===== config.mk =====
export PLATFORM = sky130hd
export DESIGN_NAME = pscc_fifo
export DESIGN_NICKNAME = d
export VERILOG_FILES = /design/src/rtl/pscc_pkg.sv /design/src/rtl/pscc_fifo.sv
export SDC_FILE = /design/constraint.sdc
export NUM_CORES = 1
export LEC_CHECK = 0
export ABC_AREA = 1
export BUFFER_PORTS_ARGS = -buffer_cell sky130_fd_sc_hd__buf_4
export CELL_PAD_IN_SITES_DETAIL_PLACEMENT = 0
export CELL_PAD_IN_SITES_GLOBAL_PLACEMENT = 1
export CORE_ASPECT_RATIO = 0.6
export CORE_MARGIN = 1
export CORE_UTILIZATION = 42
export CTS_CLUSTER_SIZE = 25
export DETAILED_ROUTE_END_ITERATION = 8
export PLACE_DENSITY_LB_ADDON = 0.1
export REMOVE_ABC_BUFFERS = 1
export SLEW_MARGIN = 15
export SYNTH_ARGS = -nofsm -noshare
export SYNTH_HDL_FRONTEND = slang
export SYNTH_SLANG_ARGS = --single-unit

===== constraint.sdc =====
create_clock -name clk_i -period 4.8 [get_ports clk_i]
set_input_delay 0.48 -clock clk_i [delete_from_list [all_inputs] [get_ports clk_i]]
set_output_delay 0.48 -clock clk_i [all_outputs]
set_load 0.05 [all_outputs]

===== src/rtl/pscc_pkg.sv =====
`default_nettype none

package pscc_pkg;

  // Packet framing
  localparam int unsigned PACKET_BYTES   = 2048;
  localparam int unsigned HEADER_LEN_POS = 22;
  localparam int unsigned POS_W          = $clog2(PACKET_BYTES);

  // Field widths
  localparam int unsigned DATA_W  = 8;
  localparam int unsigned COUNT_W = 11;
  localparam logic [COUNT_W-1:0] COUNT_MAX = {COUNT_W{1'b1}};

  // Payload start is HEADER_LEN_POS + 1 + length, up to 22 + 1 + 255 + 3 with margin
  localparam int unsigned LIMIT_W = ((POS_W > 9) ? POS_W : 9) + 1;

  // Picture start code 00 00 01 00 and an idle history that never matches
  localparam logic [4*DATA_W-1:0] PIC_CODE   = 32'h0000_0100;
  localparam logic [3*DATA_W-1:0] TAIL_RESET = 24'hFF_FFFF;

  // Queue between front and back
  localparam int unsigned FIFO_DEPTH = 4;
  localparam int unsigned FIFO_PTR_W = $clog2(FIFO_DEPTH);

  typedef struct packed {
    logic [DATA_W-1:0] data;
    logic              payload;  // byte belongs to the payload
    logic              early;    // within the first three payload bytes
    logic              last;     // last byte of the packet
  } item_t;

  typedef struct packed {
    logic  push;
    item_t item;
  } push_t;

  typedef struct packed {
    logic  valid;
    item_t item;
  } head_t;

endpackage

`default_nettype wire


===== src/rtl/pscc_fifo.sv =====
`default_nettype none

module pscc_fifo
  import pscc_pkg::*;
(
  input  logic  clk_i,
  input  logic  rst_ni,
  input  push_t push_i,
  input  logic  pop_i,
  output logic  full_o,
  output head_t head_o
);

  item_t                 mem_q [FIFO_DEPTH];
  logic [FIFO_PTR_W-1:0] wr_ptr_q, rd_ptr_q;
  logic [FIFO_PTR_W:0]   cnt_q;
  logic                  do_push, do_pop;

  assign full_o      = (cnt_q == (FIFO_PTR_W+1)'(FIFO_DEPTH));
  assign head_o.valid = (cnt_q != '0);
  assign head_o.item  = mem_q[rd_ptr_q];

  assign do_push = push_i.push && !full_o;
  assign do_pop  = pop_i && head_o.valid;

  always_ff @(posedge clk_i) begin
    if (do_push) begin
      mem_q[wr_ptr_q] <= push_i.item;
    end
  end

  always_ff @(posedge clk_i or negedge rst_ni) begin
    if (!rst_ni) begin
      wr_ptr_q <= '0;
      rd_ptr_q <= '0;
      cnt_q    <= '0;
    end else begin
      if (do_push) begin
        wr_ptr_q <= wr_ptr_q + FIFO_PTR_W'(1);
      end
      if (do_pop) begin
        rd_ptr_q <= rd_ptr_q + FIFO_PTR_W'(1);
      end
      if (do_push && !do_pop) begin
        cnt_q <= cnt_q + (FIFO_PTR_W+1)'(1);
      end else if (do_pop && !do_push) begin
        cnt_q <= cnt_q - (FIFO_PTR_W+1)'(1);
      end
    end
  end

endmodule

`default_nettype wire


==> flow_summary.ini <==
[sta]
max_freq_mhz = 418.7
drv_slew = 0
tightest_slew_ns = 1.124
setup_tns_ns = 0
grt_setup_unrepaired = false
finClkSkew_ns = 0.007121
hold_viol = 0
setup_viol = 0
fin_crit_sh_pct = 49.76
relSlewSlack_pct = 24.76
fin_crit_ns = 2.388

[synth]
ys_seq_area_share_pct = 67.92
syn_area_mm2 = 0.002203
ys_ff_latch = 51
ys_warn_count = 0
syn_avg_cell_area_um2 = 11.72
synth_cells = 188
yosysUniqueCellTypes = 15

[clock_tree]
htree_num_levels = 2
clk_pin_slew_ns = 0.09
cts_resized = 0
cts_root_buffer = clkbuf_8
cts_sinks = 51
cts_tree = yes
numCtsBuffers = 5
clk_latency_ns = 0.29
clockBufferDepth = 2

[grt]
track_usage_pct = 16.16
gr-total-overflow = 0
grt_max_degree = 47
grt_pass1_vias = 1321
grt_first_pass_wirelength_mm = 6.451
antenna_found_initial = 0

[route]
drc_errors = 0
post_drt_wl_per_cell_um = 13.67
vias = 1364
drt_iter0_drc = 79
ant_nets = 0
vias_per_cell = 4.871
dr.pass1.iters = 4
drt_wl_total_mm = 3.827

[critical_path]
crit_path_end_kind = output pin
required_ns = 4.32
cp.arrival_ns = 1.91
critical_path.max_fanout = 14
critPathKind = reg -> out
start_kind = flip-flop

[place]
place_congestion = 0.7906
dp_hpwl_mm = 2.616
numPortBuffers = 27

[final_layout]
diodes = 0
nets = 238
drive_above_1_share_pct = 15.67
syn2layout_area_growth_pct = 15.39

[floorplan]
initial_utilization_pct = 45.88
rows = 19
dieArea_mm2 = 0.005549
die_h_um = 58.11
ios = 28
core_area_mm2 = 0.004802
die_w_um = 95.51

[power_and_ir_drop]
p_total_mw = 1.733
ir_drop_mv = 0.3013
power_density_mw_per_mm2 = 681.8
power.leakage_nw = 1.106

[min_path]
hp-class = in -> reg

[job]
cap_violations = 0

[run_status]
status = finished, final reports clean
-- report_power, final --
group | leakage (nW) | internal (mW) | switching, mW | total [mW]
Sequential | 0.488 | 0.594 | 0.0578 | 0.651
Clock | 0.0513 | 0.153 | 0.128 | 0.280
Combinational | 0.566 | 0.229 | 0.573 | 0.802
Total | 1.11 | 0.975 | 0.758 | 1.73
-- flip-flops by register name (all words and copies together), names as in the netlist --
register	cells
mem_q	44
cnt_q	3
rd_ptr_q	2
wr_ptr_q	2
-- logic make-up after synthesis --
kind of cell	synth area share, %
buffers and inverters	8.972
adder cells (fa/ha/maj)	3.748
AND/OR/NAND/NOR	11.24
XOR/XNOR	0.3976
flip-flops	67.92
AO/OA/AOI/OAI	7.723
-- cell usage in the layout, fill, tap and decap left out --
master         netlist  final
inv_2                1      1
fa_1                 1      1
dlygate4sd3_1        0      1
buf_4                0     27
nor2_1               4      4
clkbuf_8             0      5
nand3_1              7      7
xnor2_1              1      1
clkbuf_1             0      1
dfrtp_1              7      7
bufinv_16            0      1
nand4_1              1      1
inv_1               37     37
edfxtp_1            44     44
nand2_1             51     51
o21ai_0              1      1
o211ai_1            22     22
ha_1                 5      5
-- synth_stat cells, drive strengths merged --
master / number / area share [%]
nand4: 1 / 0.28
xnor2: 1 / 0.40
dfrtp: 7 / 8.0
o211ai: 22 / 7.5
inv: 38 / 6.5
nand2: 51 / 8.7
buf: 6 / 2.5
fa: 1 / 0.91
nand3: 7 / 1.6
edfxtp: 44 / 60
ha: 5 / 2.8
nor2: 4 / 0.68
o21ai: 1 / 0.23
-- worst max-delay path: stages, from the launching register on --
cell and delay (ns):
dfrtp_1 0.70, inv_1 0.42, o211ai_1 0.21, nand2_1 0.10
buf_4 0.20
-- what timing repair did --
item | in CTS | in global routing
hold buffers | 1 | 0
hold endpoints to repair | 7 | 0
buffers inserted | 0 | 0
-- metrics by stage --
stage / hold slack [ns] / cells / utilization (%) / setup slack [ns] / cell area [µm²]
floorplan: 0.1844 / 182 / - / 2.659 / 2148
global placement: 0.2995 / 272 / 50.60 / 2.696 / 2430
detailed placement: 0.3063 / 272 / 50.60 / 2.674 / 2430
CTS: 0.3723 / 280 / 52.94 / 2.370 / 2542
global route: 0.3710 / 280 / 52.94 / 2.217 / 2542
finish: 0.3801 / 280 / 52.94 / 2.412 / 2542
-- area by class of cell --
| cell class | count | area (µm²) |
|---|---|---|
| Multi-Input combinational cell | 93 | 509.2 |
| Fill cell | 419 | 2260 |
| Clock buffer | 6 | 72.57 |
| Inverter | 38 | 142.6 |
| Tap cell | 63 | 78.83 |
| Timing Repair Buffer | 28 | 212.7 |
| Sequential cell | 51 | 1496 |
| Clock inverter | 1 | 30.03 |
-- path summary, 6_finish.rpt --
path	startpoint	end	slack [ns]	depth (start not counted)
max in group asynchronous	rst_ni	rd_ptr_q[1]$_DFFE_PN0P_	4.13	2
worst min register to register	cnt_q[2]$_DFFE_PN0P_	cnt_q[2]$_DFFE_PN0P_	0.51	2
worst max register to register	cnt_q[0]$_DFFE_PN0P_	mem_q[1][3]$_DFFE_PP_	2.73	4
min in group asynchronous	rst_ni	wr_ptr_q[0]$_DFFE_PN0P_	0.53	2
worst max-delay path	rd_ptr_q[1]$_DFFE_PN0P_	head_o[0]	2.41	4
worst min-delay path	push_i[7]	mem_q[3][7]$_DFFE_PP_	0.38	1
-- metal layers --
metal | share of wire [%] | vias to the layer above | routed length (µm) | GRT usage [%]
met4 | 0.84 | 0 | 32 | 5.117
li1 | - | 679 | - | -
met5 | 0 | - | 0 | 0
met3 | 5.4 | 5 | 208 | 4.199
met2 | 44 | 39 | 1678 | 25.00
met1 | 50 | 641 | 1908 | 22.52
Power figures use the tool's default switching activity.
